--- src/rtl/tlt_pkg.sv ---
`timescale 1ns / 1ps

package tlt_pkg;

  localparam int ENTRIES = 16;
  localparam int IDX_W   = (ENTRIES > 1) ? $clog2(ENTRIES) : 1;

  localparam int TIME_W   = 48;
  localparam int CARD_W   = 16;
  localparam int CALLER_W = 32;
  localparam int CMD_W    = 4;
  localparam int CFG_IDX_W = 2;

  localparam logic [TIME_W-1:0] IDLE_TIMEOUT_RST = 48'd1000000;
  localparam logic [TIME_W-1:0] MAX_LIFETIME_RST = 48'd0;

  typedef enum logic [CFG_IDX_W-1:0] {
    CFG_IDLE_TIMEOUT = 2'd0,
    CFG_MAX_LIFETIME = 2'd1
  } cfg_reg_e;

  typedef enum logic [CMD_W-1:0] {
    CMD_GRANT         = 4'd0,
    CMD_IS_ACTIVE     = 4'd1,
    CMD_TOUCH         = 4'd2,
    CMD_PIN_QUERY     = 4'd3,
    CMD_PIN_SET       = 4'd4,
    CMD_PIN_CLEAR     = 4'd5,
    CMD_REVOKE        = 4'd6,
    CMD_REVOKE_CARD   = 4'd7,
    CMD_REVOKE_CALLER = 4'd8
  } cmd_e;

  typedef struct packed {
    logic [CMD_W-1:0]    cmd;
    logic [CARD_W-1:0]   card_id;
    logic [CALLER_W-1:0] caller_id;
    logic [TIME_W-1:0]   now;
  } req_t;

  typedef struct packed {
    logic answer;
    logic table_full;
  } rsp_t;

  typedef struct packed {
    logic capture;
    logic step;
    logic exec;
  } ctl_cmd_t;

  typedef struct packed {
    logic scan_last;
    logic out_stall;
  } ctl_sts_t;

endpackage

--- src/rtl/tlt_ctrl.sv ---
`timescale 1ns / 1ps

module tlt_ctrl (
  input  logic              clk_i,
  input  logic              rst_ni,
  input  logic              in_valid_i,
  output logic              in_ready_o,
  input  tlt_pkg::ctl_sts_t sts_i,
  output tlt_pkg::ctl_cmd_t cmd_o
);
  import tlt_pkg::*;

  typedef enum logic [2:0] {
    ST_IDLE = 3'b001,
    ST_SCAN = 3'b010,
    ST_EXEC = 3'b100
  } state_e;

  state_e state_q, state_d;

  always_comb begin
    state_d     = state_q;
    cmd_o       = '0;
    in_ready_o  = 1'b0;
    case (state_q)
      ST_IDLE: begin
        in_ready_o = 1'b1;
        if (in_valid_i) begin
          cmd_o.capture = 1'b1;
          state_d       = ST_SCAN;
        end
      end
      ST_SCAN: begin
        cmd_o.step = 1'b1;
        if (sts_i.scan_last) begin
          state_d = ST_EXEC;
        end
      end
      ST_EXEC: begin
        if (!sts_i.out_stall) begin
          cmd_o.exec = 1'b1;
          state_d    = ST_IDLE;
        end
      end
      default: begin
        state_d = ST_IDLE;
      end
    endcase
  end

  always_ff @(posedge clk_i or negedge rst_ni) begin
    if (!rst_ni) begin
      state_q <= ST_IDLE;
    end else begin
      state_q <= state_d;
    end
  end

  a_exec_after_scan: assert property (@(posedge clk_i) disable iff (!rst_ni)
    cmd_o.exec |-> state_q == ST_EXEC)
    else $error("exec outside exec state");

  a_capture_to_scan: assert property (@(posedge clk_i) disable iff (!rst_ni)
    cmd_o.capture |=> state_q == ST_SCAN)
    else $error("capture did not start scan");

  a_one_cmd: assert property (@(posedge clk_i) disable iff (!rst_ni)
    $onehot0({cmd_o.capture, cmd_o.step, cmd_o.exec}))
    else $error("overlapping commands");

endmodule

--- src/rtl/tlt_dpath.sv ---
`timescale 1ns / 1ps

module tlt_dpath (
  input  logic                           clk_i,
  input  logic                           rst_ni,
  input  logic                           cfg_we_i,
  input  logic [tlt_pkg::CFG_IDX_W-1:0]  cfg_idx_i,
  input  logic [tlt_pkg::TIME_W-1:0]     cfg_data_i,
  input  tlt_pkg::req_t                  in_data_i,
  output logic                           out_valid_o,
  input  logic                           out_ready_i,
  output tlt_pkg::rsp_t                  out_data_o,
  input  tlt_pkg::ctl_cmd_t              cmd_i,
  output tlt_pkg::ctl_sts_t              sts_o
);
  import tlt_pkg::*;

  logic [TIME_W-1:0]   idle_timeout_q, max_lifetime_q;
  req_t                item_q;
  logic [IDX_W-1:0]    scan_idx_q, hit_idx_q, free_idx_q;
  logic                hit_found_q, free_found_q;
  logic [ENTRIES-1:0]  valid_q, valid_d;
  logic [CARD_W-1:0]   card_q   [ENTRIES];
  logic [CALLER_W-1:0] caller_q [ENTRIES];
  logic [TIME_W-1:0]   last_q   [ENTRIES];
  logic [TIME_W-1:0]   origin_q [ENTRIES];
  logic                pin_q    [ENTRIES];
  logic                out_valid_q;
  rsp_t                out_q, rsp_d;

  logic [IDX_W-1:0]    rd_idx, wr_idx;
  logic [CARD_W-1:0]   rd_card;
  logic [CALLER_W-1:0] rd_caller;
  logic [TIME_W-1:0]   rd_last, rd_origin;
  logic                rd_pin, rd_valid;
  logic                card_eq, caller_eq, match;
  logic                idle_hit, life_hit, live;
  logic                we_key, we_last, we_pin, pin_wdata;

  assign rd_idx    = cmd_i.exec ? hit_idx_q : scan_idx_q;
  assign wr_idx    = hit_found_q ? hit_idx_q : free_idx_q;
  assign rd_card   = card_q[rd_idx];
  assign rd_caller = caller_q[rd_idx];
  assign rd_last   = last_q[rd_idx];
  assign rd_origin = origin_q[rd_idx];
  assign rd_pin    = pin_q[rd_idx];
  assign rd_valid  = valid_q[rd_idx];
  assign card_eq   = rd_card == item_q.card_id;
  assign caller_eq = rd_caller == item_q.caller_id;
  assign match     = rd_valid && card_eq && caller_eq;

  assign idle_hit = (item_q.now >= rd_last) &&
                    ((item_q.now - rd_last) >= idle_timeout_q);
  assign life_hit = (max_lifetime_q != '0) && (item_q.now >= rd_origin) &&
                    ((item_q.now - rd_origin) >= max_lifetime_q);
  assign live     = !idle_hit && !life_hit;

  assign sts_o.scan_last = scan_idx_q == IDX_W'(ENTRIES - 1);
  assign sts_o.out_stall = out_valid_q && !out_ready_i;

  always_comb begin
    valid_d   = valid_q;
    rsp_d     = '0;
    we_key    = 1'b0;
    we_last   = 1'b0;
    we_pin    = 1'b0;
    pin_wdata = 1'b0;
    if (cmd_i.step) begin
      if (item_q.cmd == CMD_REVOKE_CARD && rd_valid && card_eq) begin
        valid_d[rd_idx] = 1'b0;
      end
      if (item_q.cmd == CMD_REVOKE_CALLER && rd_valid && caller_eq) begin
        valid_d[rd_idx] = 1'b0;
      end
    end
    if (cmd_i.exec) begin
      case (item_q.cmd)
        CMD_GRANT: begin
          if (hit_found_q) begin
            we_last = 1'b1;
            we_pin  = 1'b1;
          end else if (free_found_q) begin
            we_key          = 1'b1;
            we_last         = 1'b1;
            we_pin          = 1'b1;
            valid_d[wr_idx] = 1'b1;
          end else begin
            rsp_d.table_full = 1'b1;
          end
        end
        CMD_IS_ACTIVE, CMD_TOUCH: begin
          if (hit_found_q) begin
            if (live) begin
              rsp_d.answer = 1'b1;
              we_last      = item_q.cmd == CMD_TOUCH;
            end else begin
              valid_d[rd_idx] = 1'b0;
            end
          end
        end
        CMD_PIN_QUERY: begin
          rsp_d.answer = hit_found_q && rd_pin;
        end
        CMD_PIN_SET: begin
          we_pin    = hit_found_q;
          pin_wdata = 1'b1;
        end
        CMD_PIN_CLEAR: begin
          we_pin = hit_found_q;
        end
        CMD_REVOKE: begin
          if (hit_found_q) begin
            valid_d[rd_idx] = 1'b0;
          end
        end
        default: begin
        end
      endcase
    end
  end

  always_ff @(posedge clk_i or negedge rst_ni) begin
    if (!rst_ni) begin
      idle_timeout_q <= IDLE_TIMEOUT_RST;
      max_lifetime_q <= MAX_LIFETIME_RST;
      valid_q        <= '0;
      out_valid_q    <= 1'b0;
    end else begin
      if (cfg_we_i && cfg_idx_i == CFG_IDLE_TIMEOUT) begin
        idle_timeout_q <= cfg_data_i;
      end
      if (cfg_we_i && cfg_idx_i == CFG_MAX_LIFETIME) begin
        max_lifetime_q <= cfg_data_i;
      end
      valid_q <= valid_d;
      if (cmd_i.exec) begin
        out_valid_q <= 1'b1;
      end else if (out_ready_i) begin
        out_valid_q <= 1'b0;
      end
    end
  end

  always_ff @(posedge clk_i) begin
    if (cmd_i.capture) begin
      item_q       <= in_data_i;
      scan_idx_q   <= '0;
      hit_found_q  <= 1'b0;
      free_found_q <= 1'b0;
      hit_idx_q    <= '0;
      free_idx_q   <= '0;
    end
    if (cmd_i.step) begin
      scan_idx_q <= scan_idx_q + 1'b1;
      if (!hit_found_q && match) begin
        hit_found_q <= 1'b1;
        hit_idx_q   <= scan_idx_q;
      end
      if (!free_found_q && !rd_valid) begin
        free_found_q <= 1'b1;
        free_idx_q   <= scan_idx_q;
      end
    end
    if (cmd_i.exec) begin
      out_q <= rsp_d;
    end
    if (we_key) begin
      card_q[wr_idx]   <= item_q.card_id;
      caller_q[wr_idx] <= item_q.caller_id;
      origin_q[wr_idx] <= item_q.now;
    end
    if (we_last) begin
      last_q[wr_idx] <= item_q.now;
    end
    if (we_pin) begin
      pin_q[wr_idx] <= pin_wdata;
    end
  end

  assign out_valid_o = out_valid_q;
  assign out_data_o  = out_q;

  a_no_exec_on_stall: assert property (@(posedge clk_i) disable iff (!rst_ni)
    cmd_i.exec |-> !(out_valid_q && !out_ready_i))
    else $error("result overwritten while stalled");

  a_full_only_grant: assert property (@(posedge clk_i) disable iff (!rst_ni)
    cmd_i.exec && rsp_d.table_full |->
      item_q.cmd == CMD_GRANT && !hit_found_q && !free_found_q)
    else $error("table_full without a refused grant");

  a_grant_fills: assert property (@(posedge clk_i) disable iff (!rst_ni)
    cmd_i.exec && item_q.cmd == CMD_GRANT && free_found_q && !hit_found_q
      |=> valid_q[$past(free_idx_q)])
    else $error("grant did not mark entry valid");

  a_scan_restart: assert property (@(posedge clk_i) disable iff (!rst_ni)
    cmd_i.capture |=> scan_idx_q == '0 && !hit_found_q && !free_found_q)
    else $error("scan not restarted on capture");

endmodule

--- src/rtl/timed_lease_table_top.sv ---
`timescale 1ns / 1ps

// Lease table of ENTRIES slots keyed by card and caller. Each command steps
// through capture of the input beat, a key and free-slot scan of every slot
// over the single table read port, and an exec step that applies the update
// and loads the result register, held off while the previous result stalls.
// A new beat is taken as soon as the previous command has loaded its result,
// even if that result is still waiting on out_ready_i. The table is empty
// after reset with no clearing pass. Write idle_timeout (index 0) and
// max_lifetime (index 1, zero for no limit) only while idle.

module timed_lease_table_top (
  input  logic                           clk_i,
  input  logic                           rst_ni,
  input  logic                           cfg_we_i,
  input  logic [tlt_pkg::CFG_IDX_W-1:0]  cfg_idx_i,
  input  logic [tlt_pkg::TIME_W-1:0]     cfg_data_i,
  input  logic                           in_valid_i,
  output logic                           in_ready_o,
  input  tlt_pkg::req_t                  in_data_i,
  output logic                           out_valid_o,
  input  logic                           out_ready_i,
  output tlt_pkg::rsp_t                  out_data_o
);
  import tlt_pkg::*;

  ctl_cmd_t ctl_cmd;
  ctl_sts_t ctl_sts;

  tlt_ctrl u_ctrl (
    .clk_i      (clk_i),
    .rst_ni     (rst_ni),
    .in_valid_i (in_valid_i),
    .in_ready_o (in_ready_o),
    .sts_i      (ctl_sts),
    .cmd_o      (ctl_cmd)
  );

  tlt_dpath u_dpath (
    .clk_i       (clk_i),
    .rst_ni      (rst_ni),
    .cfg_we_i    (cfg_we_i),
    .cfg_idx_i   (cfg_idx_i),
    .cfg_data_i  (cfg_data_i),
    .in_data_i   (in_data_i),
    .out_valid_o (out_valid_o),
    .out_ready_i (out_ready_i),
    .out_data_o  (out_data_o),
    .cmd_i       (ctl_cmd),
    .sts_o       (ctl_sts)
  );

endmodule
--- config.mk ---
export PLATFORM = sky130hd
export DESIGN_NAME = timed_lease_table_top
export DESIGN_NICKNAME = d
export VERILOG_FILES = /design/src/rtl/tlt_pkg.sv /design/src/rtl/tlt_ctrl.sv /design/src/rtl/tlt_dpath.sv /design/src/rtl/timed_lease_table_top.sv
export SDC_FILE = /design/constraint.sdc
export NUM_CORES = 2
export LEC_CHECK = 0
export ABC_AREA = 1
export BUFFER_PORTS_ARGS = -buffer_cell sky130_fd_sc_hd__clkbuf_2
export CAP_MARGIN = 25
export CORE_ASPECT_RATIO = 1.1
export CORE_MARGIN = 5
export CORE_UTILIZATION = 55
export CTS_BUF_LIST = sky130_fd_sc_hd__clkbuf_16
export DETAILED_ROUTE_END_ITERATION = 10
export PLACE_DENSITY = 0.71
export SLEW_MARGIN = 20
export SYNTH_ARGS = -nofsm -noshare
export SYNTH_HDL_FRONTEND = slang
export SYNTH_SLANG_ARGS = --single-unit
--- constraint.sdc ---
create_clock -name clk_i -period 13.3 [get_ports clk_i]
set_clock_uncertainty 0.1 [all_clocks]
set_input_delay 2.66 -clock clk_i [delete_from_list [all_inputs] [get_ports clk_i]]
set_output_delay 2.66 -clock clk_i [all_outputs]
set_load 0.1 [all_outputs]
Word-level counts from Yosys, hierarchy flattened. Memories as Yosys holds them, arrays and structs flattened. Cells that the tools add are included.

Register bits after elaboration: 232. Memory bits (writable): 2320. Bits of input ports: 155. Output and inout bits: 4. Logic and storage cells: 157. Memories: 5.

Memories: u_dpath.last_q (depth 16, width 48, read ports 1, clocked after Yosys merged registers in 0, wr ports 1, line tlt_dpath.sv:25) `logic [TIME_W-1:0] last_q [ENTRIES];`; u_dpath.origin_q (depth 16, width 48, read ports 1, clocked after Yosys merged registers in 0, wr ports 1, line tlt_dpath.sv:26) `logic [TIME_W-1:0] origin_q [ENTRIES];`; u_dpath.caller_q (depth 16, width 32, read ports 1, clocked after Yosys merged registers in 0, wr ports 1, line tlt_dpath.sv:24) `logic [CALLER_W-1:0] caller_q [ENTRIES];`; u_dpath.card_q (depth 16, width 16, read ports 1, clocked after Yosys merged registers in 0, wr ports 1, line tlt_dpath.sv:23) `logic [CARD_W-1:0] card_q [ENTRIES];`; u_dpath.pin_q (depth 16, width 1, read ports 1, clocked after Yosys merged registers in 0, wr ports 1, line tlt_dpath.sv:27) `logic pin_q [ENTRIES];`.

Add/subtract/negate cells: 3. Order comparisons: 8. Equal/unequal tests: 18. Multiplexer cells: 68. Bitwise logic cells: 6. Reductions and logical operators: 33.

Operators by type and width (count): 48-bit greater-or-equal comparator (4); 16-bit 2-to-1 mux (10); 48-bit subtractor (2); 16-bit AND (3); 16-bit one-hot mux with 3 select lines (1); 48-bit nonzero test (1); 4-bit 2-to-1 mux (10); 1-bit 2-to-1 mux (37); 32-bit == test (1); 1-bit logical AND (18); 16-bit == test (1); 4-bit by 3-bit == test with 1-bit output, second input constant (4); 16-bit inverter (1); 16-bit OR (1); 4-bit by 5-bit less-than comparator with 1-bit output, second input constant (2); 3-bit 2-to-1 mux (3); 3-bit one-hot mux with 3 select lines (1); 1-bit demux with 4-bit select (2); 4-bit by 2-bit == test with 1-bit output, second input constant (2); 4-bit == test, second input constant (2); 4-bit by 1-bit greater-or-equal comparator with 1-bit output, second input constant (2); 1-bit zero test (6); 2-bit != test, second input constant (3); 1-bit one-hot mux with 2 select lines (3); other kinds (13) (16).

Longest topological paths before layout.
Word-level depth: 21. Depth in mapped cells: 48.

Modules after synthesis. A second synthesis with hierarchy kept.

Cells, all modules: 8652. Area, all modules: 106475.9 µm².

Modules (own cells, without submodules): tlt_dpath (times used 1, cells each 8626, area each 106279.4 µm²); tlt_ctrl (times used 1, cells each 26, area each 196.4 µm²).

Worst setup path after synthesis. No wires, ideal clock.

Path type: input -> register. From: in out_ready_i. To: mem u_dpath.caller_q[10][0] (enable). Setup time: 0.786 ns. Data arrival time: 12.666 ns. Required time: 12.414 ns. Path slack: -0.253 ns. Stages on the path: 7. Cell sequence: inv_1 -> nand2_1 -> nand3_2 -> buf_6 -> clkbuf_1 -> buf_1 -> nor4_1.

Word-level cells in the longest chain between the ends: 7.

Ends and longest elaborated chain: from (decl) (line timed_lease_table_top.sv:22) `input logic out_ready_i,`; 1-bit zero test (line tlt_dpath.sv:59) `assign sts_o.out_stall = out_valid_q && !out_ready_i;`; 1-bit logical AND (line tlt_dpath.sv:59); 1-bit 2-to-1 mux (line tlt_ctrl.sv:40) `if (!sts_i.out_stall) begin`; 1-bit 2-to-1 mux (line tlt_ctrl.sv:25) `case (state_q)`; 1-bit 2-to-1 mux (line tlt_dpath.sv:76) `if (cmd_i.exec) begin`; 1-bit 2-to-1 mux (line tlt_dpath.sv:167) `if (we_key) begin`; 1-bit 2-to-1 mux (not written as such) (line tlt_dpath.sv:169) `caller_q[wr_idx] <= item_q.caller_id;`; to (decl) (line tlt_dpath.sv:24).

No other way between the ends.

Final worst setup path.
From: in out_ready_i. To: mem u_dpath.last_q[8][19] (enable).

Word-level cells in the longest chain between the ends: 17.

Ends and longest elaborated chain: 1-bit zero test * (line tlt_dpath.sv:59); 1-bit logical AND * (line tlt_dpath.sv:59); 1-bit 2-to-1 mux * (line tlt_ctrl.sv:40); 1-bit 2-to-1 mux * (line tlt_ctrl.sv:25); 4-bit 2-to-1 mux (line tlt_dpath.sv:40) `assign rd_idx = cmd_i.exec ? hit_idx_q : scan_idx_q;`; memory read 16 x 48 bit (on tied branches); 48-bit subtractor (tied with other cells) (line tlt_dpath.sv:53) `((item_q.now - rd_last) >= idle_timeout_q);`; 48-bit greater-or-equal comparator (tied with other cells) (line tlt_dpath.sv:53); 1-bit logical AND (on tied branches) (line tlt_dpath.sv:52, tlt_dpath.sv:54); 1-bit zero test (line tlt_dpath.sv:56) `assign live = !idle_hit && !life_hit;`; 1-bit logical AND (line tlt_dpath.sv:56); 1-bit 2-to-1 mux (line tlt_dpath.sv:93) `if (live) begin`; 1-bit 2-to-1 mux (line tlt_dpath.sv:92) `if (hit_found_q) begin`; 1-bit one-hot mux with 2 select lines (line tlt_dpath.sv:77) `case (item_q.cmd)`; 1-bit 2-to-1 mux * (line tlt_dpath.sv:76); 1-bit 2-to-1 mux * (line tlt_dpath.sv:172) `if (we_last) begin`; 1-bit 2-to-1 mux (not written as such) * (line tlt_dpath.sv:173) `last_q[wr_idx] <= item_q.now;`; to (decl) (line tlt_dpath.sv:25).

Every way passes the cells marked *; elsewhere a longest branch is shown, timed or not.

==> insert_results.sql <==
INSERT INTO impl_metrics (metric_group, metric, value, unit) VALUES
('routing', 'drt_first_pass_iters', '6', ''),
('global_routing', 'grt_pass1_vias', '68000', ''),
('finish', 'regArea', '76000', 'um2'),
('die', 'core_area', '192000', 'um2'),
('placement', 'detailedPlacementHpwl', '171000', 'um'),
('finish', 'nFillCells', '14500', ''),
('synth', 'postSynthRegisterBits', '2552', ''),
('worst_setup_path', 'worst-endpoint-required', '13.77', 'ns'),
('routing', 'routed_via_density', '6.02', ''),
('die', 'rows', '169', ''),
('finish', 'final_nets', '9278', ''),
('die', 'chipHeight', '470', 'um'),
('global_routing', 'grt_remaining_overflow', '0', ''),
('sta', 'final_min_period_over_clock_period', '87.9', '%'),
('synth', 'synth_enable_flop_cells', '2426', ''),
('sta', 'timing.fmax', '0.0855', 'GHz'),
('worst_setup_path', 'path_common_cell', 'nand2_1', ''),
('worst_setup_path', 'critical_path.startpoint_type', 'input pin', ''),
('die', 'start_util', '55.1', '%'),
('placement', 'placedInstanceArea', '111000', 'um2'),
('sta', 'totalNegativeSetupSlack', '0', 'ns'),
('global_routing', 'grt_use_total', '28.3', '%'),
('synth', 'syn_area_per_cell', '12.2', 'um2'),
('clock_tree', 'cts.reportedPaths.clkPinSlew', '0.06', 'ns'),
('finish', 'post_route_cells_drive_above_1_share', '8.63', '%'),
('pwr', 'total_power', '32.4', 'mW'),
('die', 'floorplan.die_area', '202000', 'um2'),
('synth', 'synth.yosys.seq_area_share', '71.7', '%'),
('pwr', 'power_leakage', '44.3', 'nW'),
('clock_tree', 'clock_tree_buf_depth', '3', ''),
('min_path', 'holdCritPathClass', 'flop to flop', ''),
('synth', 'ys_async_sr_fraction', '4.55', '%'),
('finish', 'fin_area', '118000', 'um2'),
('sta', 'worst_slew_pin_slew', '1.26', 'ns'),
('worst_setup_path', 'cp_slowest_cell', 'inv_8', ''),
('sta', 'slew_headroom', '15.9', '%'),
('sta', 'slew_violations', '0', ''),
('job', 'drv.max_cap_violation_count', '0', ''),
('pwr', 'power.density', '273', 'nW/um2'),
('synth', 'synthesis.yosys.warnings', '0', ''),
('clock_tree', 'clockRootBuffer', 'clkbuf_16', ''),
('pwr', 'power_frac_clock', '20.9', '%'),
('clock_tree', 'cts.sink_count', '2552', ''),
('placement', 'gp_congestion', '0.965', ''),
('clock_tree', 'cts-buffers-inserted', '240', ''),
('synth', 'synth_top_flop_cell', 'edfxtp_1', ''),
('global_routing', 'first_pass_grt_wire_length', '430000', 'um'),
('placement', 'io_buffer_count', '158', ''),
('clock_tree', 'ctsResizeCount', '0', ''),
('die', 'die_x', '429', 'um'),
('pwr', 'p_int', '18.1', 'mW'),
('synth', 'synthesis.nets', '9062', ''),
('global_routing', 'initial_antenna_violation_count', '8', ''),
('clock_tree', 'tritoncts_clock_tree', 'done', ''),
('die', 'top_level_ports', '159', ''),
('routing', 'detail-route-antenna-nets', '0', ''),
('clock_tree', 'post-cts-setup-buffers', '0', ''),
('clock_tree', 'clock_tree.htree_level_count', '4', ''),
('sta', 'finalWorstPathRequiredPeriod', '11.69', 'ns'),
('worst_setup_path', 'worst-setup-path-type', 'input pin to flop', ''),
('clock_tree', 'worstSkewPairLatency', '0.89', 'ns'),
('routing', 'avgRoutedWirePerCell', '25.1', 'um'),
('sta', 'final-setup-viol-count', '0', ''),
('routing', 'remaining_drc_errors', '0', ''),
('global_routing', 'grt_max_degree', '185', ''),
('worst_setup_path', 'crit_path_max_fanout', '132', ''),
('routing', 'routed-via-count', '70400', ''),
('routing', 'wl', '293000', 'um'),
('clock_tree', 'cts_hold_buffers', '0', ''),
('pwr', 'p_comb_share', '48.0', '%'),
('pwr', 'sw_frac_of_total', '44.1', '%'),
('finish', 'multi_input_comb_area', '25400', 'um2'),
('sta', 'report.final.hold_viol_count', '0', ''),
('pwr', 'power_switching', '14.3', 'mW'),
('pwr', 'share_seq_of_total_power', '31.1', '%'),
('status', 'status', 'completed', ''),
('worst_setup_path', 'worst_setup_path_end_kind', 'flop', ''),
('routing', 'drt_iter0_markers', '8867', ''),
('synth', 'netlist-cell-type-count', '55', ''),
('pwr', 'vdd_ir_drop_max', '0.000198', 'V'),
('worst_setup_path', 'worst-endpoint-arrival', '12.16', 'ns'),
('finish', 'flow.area_growth_from_synthesis', '11.7', '%'),
('synth', 'post_synth_inst_count', '8712', ''),
('sta', 'setup_repair_after_global_routing_missed_its_margin', 'no', ''),
('synth', 'synth.cell_area', '106000', 'um2'),
('worst_setup_path', 'largest_incremental_delay_on_the_critical_path', '0.59', 'ns');
[power by group through the flow]
stage / sequential (mW) / combinational (mW) / clock, mW
after floorplan: 10.4 / 9.34 / 0
after global placement: 10.2 / 14.8 / 0
after detailed placement: 10.2 / 15.1 / 0
after CTS: 10.1 / 15.2 / 6.85
after global routing: 10.1 / 16.9 / 7.18
final: 10.1 / 15.5 / 6.77
[layout by cell type, fill, tap and decap left out, types with 24 or more instances in the layout]
cell	n
o21ai_0	687
clkbuf_16	242
nand2_1	1939
o21bai_1	25
inv_1	912
ha_1	193
o21ai_1	40
a21oi_1	270
nor2_4	24
nand4_1	109
buf_4	189
xnor2_1	39
edfxtp_1	2426
a22oi_1	144
a31oi_1	34
bufinv_16	25
nand3_1	117
dfrtp_1	108
o22ai_1	632
nor3_1	42
xor2_1	53
nor4_1	27
clkinv_2	36
clkbuf_2	157
clkinv_1	54
nor2_1	404
[through the flow]
step | setup slack (ns) | util (%) | hold WS (ns) | std cells
final | 1.61 | 61.6 | 0.384 | 11700
after global routing | 1.19 | 61.6 | 0.399 | 11700
after CTS | 1.89 | 61.6 | 0.380 | 11700
after detailed placement | 0.972 | 57.5 | 0.365 | 11200
after global placement | 0.503 | 57.5 | 0.362 | 11200
after floorplan | -0.253 | - | 0.340 | 8712
[critical path, delay by kind of cell]
kind,cells,cell delay [ns]
and+or+nand+nor,15,2.57
AOI/OAI and AO/OA,14,3.08
adders and majority gates,2,0.74
buffers and inverters,10,2.70
xor gates and xnor gates,1,0.15
[logic make-up (layout without fill, tap and decap cells)]
logic type                 count (synthesis)  count (layout)  synth area share, %
and+or+nand+nor                         2713            2713                 10.3
DFF                                     2552            2552                 71.7
AOI/OAI and AO/OA                       1896            1896                 10.3
buffers and inverters                   1264            1685                 4.65
adders and majority gates                195             195                 2.32
xor gates and xnor gates                  92              92                0.760
other                                      0               1                    0
[path summary, 6_finish.rpt]
check                                           start                         end  slack [ns]  cells after the start
setup / recovery                          out_ready_i       u_dpath.last_q[8][19]        1.61                     42
hold / removal             u_dpath.idle_timeout_q[34]  u_dpath.idle_timeout_q[34]        0.38                      2
setup reg to reg                    u_ctrl.state_q[0]       u_dpath.last_q[8][19]        3.10                     40
hold reg to reg            u_dpath.idle_timeout_q[34]  u_dpath.idle_timeout_q[34]        0.38                      2
max in group asynchronous                      rst_ni  u_dpath.max_lifetime_q[24]        9.96                      2
min in group asynchronous                      rst_ni         u_dpath.valid_q[15]        1.72                      1
[routing by layer]
layer	up-vias	wire [um]	GRT usage, %
li1	31600	-	-
met3	620	31600	5.86
met2	4007	137000	45.0
met1	34200	114000	39.1
met4	12	11100	10.3
met5	-	81	0
[synth_stat cells (53+ instances only)]
| master | instances | share of area, % |
|---|---|---|
| edfxtp_1 | 2426 | 69 |
| nand2_1 | 1941 | 6.9 |
| inv_1 | 856 | 3.0 |
| o21ai_0 | 687 | 3.2 |
| o22ai_1 | 632 | 3.7 |
| nor2_1 | 428 | 1.5 |
| a21oi_1 | 270 | 1.3 |
| clkbuf_1 | 239 | 0.85 |
| ha_1 | 193 | 2.3 |
| a22oi_1 | 144 | 1.0 |
| nand3_1 | 117 | 0.55 |
| buf_2 | 110 | 0.52 |
| nand4_1 | 109 | 0.64 |
| dfrtp_1 | 108 | 2.6 |
| xor2_1 | 53 | 0.44 |
[state kept, by name, indices dropped and copies added, names as in the netlist, 16 cells and up]
signal                  count
u_dpath.pin_q              16
u_dpath.last_q            768
u_dpath.card_q            256
u_dpath.valid_q            16
u_dpath.idle_timeout_q     48
u_dpath.caller_q          512
u_dpath.origin_q          768
u_dpath.max_lifetime_q     48
u_dpath.item_q            100
[area by class of cell]
| class | count | area share [%] |
|---|---|---|
| clock buffers | 242 | 5.12 |
| diodes | 1 | 0.00211 |
| clock inverters | 205 | 1.46 |
| well taps | 2565 | 2.71 |
| flip-flops and latches | 2552 | 64.2 |
| inverters | 862 | 2.75 |
| multi-input cells | 4896 | 21.5 |
| repair buffers | 376 | 2.29 |
Note: power is estimated with default switching activity, not from simulation.
